## config.mk

```make
export PLATFORM = sky130hd
export DESIGN_NAME = sot_ctrl
export DESIGN_NICKNAME = d
export VERILOG_FILES = /design/src/sv/signal_observation_tracker_unit_macros.svh /design/src/sv/sot_pkg.sv /design/src/sv/sot_ctrl.sv
export SDC_FILE = /design/constraint.sdc
export NUM_CORES = 1
export LEC_CHECK = 0
export BUFFER_PORTS_ARGS = -buffer_cell sky130_fd_sc_hd__buf_4
export CORE_AREA = 8 8 45 47
export CTS_CLUSTER_SIZE = 16
export DETAILED_ROUTE_END_ITERATION = 7
export DIE_AREA = 0 0 53 55
export PLACE_DENSITY_LB_ADDON = 0.05
export SETUP_SLACK_MARGIN = 0.3
export SYNTH_ARGS = -nofsm -noshare
export SYNTH_HDL_FRONTEND = slang
export SYNTH_SLANG_ARGS = --single-unit
```

## constraint.sdc

```tcl
create_clock -name i_clk -period 1 [get_ports i_clk]
set_clock_uncertainty 0.2 [all_clocks]
set_input_delay 0.1 -clock i_clk [delete_from_list [all_inputs] [get_ports i_clk]]
set_output_delay 0.1 -clock i_clk [all_outputs]
set_load 0.005 [all_outputs]
```

## src/sv/signal_observation_tracker_unit_macros.svh

```systemverilog
// assertion macros shared by the tracker rtl
`ifndef SIGNAL_OBSERVATION_TRACKER_UNIT_MACROS_SVH
`define SIGNAL_OBSERVATION_TRACKER_UNIT_MACROS_SVH

// consequent checked in the same cycle as the antecedent
`define SOT_ASSERT_NOW(lbl, ante, cons, msg) \
    lbl: assert property (@(posedge i_clk) disable iff (!i_rst_n) (ante) |-> (cons)) \
        else $error(msg);

// consequent checked in the cycle after the antecedent
`define SOT_ASSERT_NEXT(lbl, ante, cons, msg) \
    lbl: assert property (@(posedge i_clk) disable iff (!i_rst_n) (ante) |=> (cons)) \
        else $error(msg);

`endif

```

## src/sv/sot_pkg.sv

```systemverilog
// shared types and constants of the signal observation tracker
`default_nettype none

package sot_pkg;

    localparam int ADDR_W = 48;
    localparam int STR_W  = 8;
    localparam int CH_W   = 8;
    localparam int CNT_W  = 13;
    localparam int RANK_W = 5;
    localparam int CTR_W  = 32;

    localparam logic KIND_WIFI = 1'b0;
    localparam logic KIND_BLE  = 1'b1;

    localparam logic signed [STR_W-1:0] EMPTY_STR_RESET = 8'sh80;

    typedef struct packed {
        logic                    radio_kind;
        logic [ADDR_W-1:0]       address;
        logic signed [STR_W-1:0] signal_strength;
        logic [CH_W-1:0]         channel;
        logic                    name_hidden;
        logic                    auth_open;
    } t_obs_item;

    typedef struct packed {
        logic                    first_seen;
        logic                    set_full;
        logic [CNT_W-1:0]        unique_total;
        logic [RANK_W-1:0]       top_rank;
        logic [CTR_W-1:0]        row_total;
        logic [CTR_W-1:0]        hidden_total;
        logic [CTR_W-1:0]        open_total;
        logic [CTR_W-1:0]        secured_total;
        logic [ADDR_W-1:0]       strongest_address;
        logic signed [STR_W-1:0] strongest_strength;
    } t_obs_result;

    typedef struct packed {
        logic load;
        logic scan;
        logic eval;
        logic apply;
        logic emit;
    } t_ctrl_cmd;

    typedef struct packed {
        logic hit;
        logic scan_end;
    } t_ctrl_stat;

endpackage

`default_nettype wire

```

## src/sv/sot_ctrl.sv

```systemverilog
// sequencer for one observation: scan, evaluate, apply, emit
`default_nettype none

module sot_ctrl
    import sot_pkg::*;
(
    input  wire logic       i_clk,
    input  wire logic       i_rst_n,
    input  wire logic       i_start,
    input  wire t_ctrl_stat i_stat,
    output t_ctrl_cmd       o_cmd,
    output logic            o_busy
);

    typedef enum logic [2:0] {
        S_IDLE,
        S_SCAN,
        S_EVAL,
        S_APPLY,
        S_EMIT
    } t_state;

    t_state r_state;
    t_state n_state;
    logic   r_busy;

    always_comb begin
        n_state = r_state;
        case (r_state)
            S_IDLE: begin
                if (i_start) begin
                    n_state = S_SCAN;
                end
            end
            S_SCAN: begin
                if (i_stat.hit || i_stat.scan_end) begin
                    n_state = S_EVAL;
                end
            end
            S_EVAL:  n_state = S_APPLY;
            S_APPLY: n_state = S_EMIT;
            S_EMIT:  n_state = S_IDLE;
            default: n_state = S_IDLE;
        endcase
    end

    always_ff @(posedge i_clk) begin
        if (!i_rst_n) begin
            r_state <= S_IDLE;
            r_busy  <= 1'b0;
        end else begin
            r_state <= n_state;
            r_busy  <= (n_state != S_IDLE);
        end
    end

    assign o_cmd.load  = (r_state == S_IDLE) && i_start;
    assign o_cmd.scan  = (r_state == S_SCAN);
    assign o_cmd.eval  = (r_state == S_EVAL);
    assign o_cmd.apply = (r_state == S_APPLY);
    assign o_cmd.emit  = (r_state == S_EMIT);
    assign o_busy      = r_busy;

endmodule

`default_nettype wire

```

==> summary.txt <==
outcome: finished with violations
failing checks: hold timing, setup timing
root buffer cell: clkbuf_4
compound-cell area share of the yosys netlist: 0.141
final setup margin: -289 ps
first-pass GRT wire length: 979 um
WHS Path Cells: 2
Total Routed Length: 602 um
Clock transition at path regs: 40 ps
final-report max-slew violation count: 0
Slew @ Worst Pin: 176 ps
post-synth top area cell: dfxtp_1
post-synthesis register bit count: 4
slowest CP cell: dfxtp_2
fin crit share: 1.29
Die Wd: 53 um
Sink Count: 4
hold path endpoint: r_state[2]$_SDFF_PN0_
Max Clk Rate: 776 MHz
post-synth cell types: 14
Vias: 218
HP Start: i_rst_n
max-cap violations: 0
Remaining Overflow, GRT: 0
Clock power frac: 0.410
worst reg2reg setup slack: -220 ps
area share of and/or/nand/nor cells after synthesis: 0.430
kind of critical path: flip-flop to primary output
RSZ-0062 raised after global routing: yes
CTS tree: yes
Placer Congestion: 0.629
register area share after synthesis: 0.430
Placement Rows: 14
Inserted Clock Buffers: 3
XOR/XNOR Fraction of Synth Area: 0
GR Util All Layers: 0.0503
H-tree Lvls: 1
Starting Density: 0.135
DR vias/cell: 3.89
Die H: 55 um
top-count cell post-synth: dfxtp_1
worst hold slack: -97.7 ps
Static Leak: 0.185 nW
port bufs: 10
CTS max path bufs: 2
slowest cell delay on critical path: 350 ps
DP HPWL: 426 um
io pins: 11
worst IR drop on VDD: 0.000330 V
vias in the first global route: 240
Clock Latency Late Sink: 240 ps
switching power: 0.138 mW
Worst EP required: 700 ps
layout cells sized above 1: 0.725
synthesized area per cell: 8.88 um2
Worst Setup Start Kind: flip-flop
worst slack, placed: -86.6 ps
worst path bufs/invs: 1
CP arrival: 990 ps
Fin. Hold Viols: 4
Mapped Cells: 21
crit end category: primary output
DRT Pass-1 Iters: 1
drt wl/cell: 10.8 um
top cells by area in the synthesized netlist: dfxtp_1 43%, nor3b_1 8.1%, nand2b_1 6.7%
Final Setup Violations: 9
R2R Path Start: r_state[1]$_SDFF_PN0_
Pwr per Cell Area: 1340 mW/mm2
delay-heaviest family, CP: flip-flops
DRC violations left: 0
Area growth, synth to finish: 121%
commonest cells in the netlist: 4 x dfxtp_1, 3 x nor2_1, 2 x nand2b_1, 2 x nor3b_1
CP Max Fanout: 6
Core ar.: 0.00138 mm2
share of the synthesized area in the top cell type: 0.430
total negative setup slack: -1740 ps
mux cell area share after synthesis: 0
worst r2r path cells: 5
Post-Synth Adder-Cell Area: 0
Post-synth EDFFs: 0
largest net degree at the start of global routing: 9
CP Cell Sequence: nor4b_4 > buf_4
switching share of power: 0.251
Final ANT Viol Nets: 0
antenna violations before repair: 0
synth warn: 0
post-layout instance area: 412 um2
filler cell count: 161
nets: 46
antenna cells: 0
placed cell areas: 295 um2
combinational power share: 0.235
reg-to-reg endpoint: r_state[0]$_SDFF_PN0_
P_int: 0.413 mW
Top FF cell, synth: dfxtp_1
Power, Total: 0.551 mW
Slew HR: 0.882
DR iter-0 viols: 0
Final Critical Period: 1290 ps
largest family of logic cells by synthesized area: simple AND/OR/NAND/NOR gates
Worst Hold Class: input port to flip-flop
Mapped Nets: 26
Post-Syn Area: 186 um2
Async S/R FF share, synth: 0
Seq pwr share: 0.355
die area: 0.00292 mm2
## state kept, by name (all words and copies together) (netlist names)
name / cells
r_state: 3
o_busy: 1
## metal layers
layer / global-route usage / share of wire / up-vias / routed length, um
li1: - / - / 111 / -
met1: 0.0365 / 0.38 / 96 / 230
met2: 0.0840 / 0.50 / 7 / 302
met3: 0.0267 / 0.078 / 4 / 47
met4: 0.0647 / 0.037 / 0 / 22
met5: 0 / 0 / - / 0
## worst max-delay path by stage
stage / from / endpoint / slack (ps) / cells after the start
after floorplan: r_state[1]$_SDFF_PN0_ / r_state[2]$_SDFF_PN0_ / 20 / 2
after global placement: r_state[1]$_SDFF_PN0_ / o_cmd[4] / -80 / 2
after detailed placement: r_state[1]$_SDFF_PN0_ / o_cmd[4] / -90 / 2
after CTS: r_state[1]$_SDFF_PN0_ / o_cmd[4] / -310 / 2
after global routing: r_state[2]$_SDFF_PN0_ / o_cmd[4] / -330 / 2
final: r_state[2]$_SDFF_PN0_ / o_cmd[4] / -290 / 2
## cells in the final DEF (no fill, tap or decap), types with 2 or more instances in the layout
master / netlist / final
buf_4: 0 / 11
buf_6: 0 / 4
clkbuf_4: 0 / 3
dfxtp_2: 0 / 2
dfxtp_4: 0 / 2
nor2_1: 3 / 3
## cell families (layout without fill, tap and decap cells)
kind of cell | after synthesis | in the layout
buffers and inverters | 0 | 19
DFF | 4 | 4
AOI/OAI and AO/OA | 4 | 4
and+or+nand+nor | 13 | 13
## through the flow
| step | utilization | cells |
|---|---|---|
| 2_1_floorplan | - | 21 |
| 3_3_place_gp | 0.213 | 48 |
| 3_5_place_dp | 0.213 | 48 |
| 4_1_cts | 0.269 | 55 |
| 5_1_grt | 0.297 | 56 |
| 6_report | 0.297 | 56 |
## cell type report
cell class	instances	area, um2	share of cell area
Sequential cell	4	90.1	0.219
Timing Repair Buffer	15	128	0.310
Multi-Input combinational cell	17	148	0.359
Clock buffer	4	26.3	0.0638
Tap cell	16	20.0	0.0486
## power groups by stage
stage          clock, mW  combinational, mW  sequential (mW)
3_3_place_gp           0             0.0860            0.191
6_report           0.226              0.129            0.195
2_1_floorplan          0             0.0360            0.187
3_5_place_dp           0             0.0848            0.192
5_1_grt            0.246              0.140            0.199
4_1_cts            0.234              0.112            0.190
## timing repair
action / 4_1_cts / 5_1_grt
endpoints found under the setup margin: 10 / 10
hold endpoints to repair: 4 / 4
resized for setup: 6 / 7
buffers inserted: 3 / 1
pin swaps: 3 / 3
No activity file was read; power rests on OpenSTA's default activity.
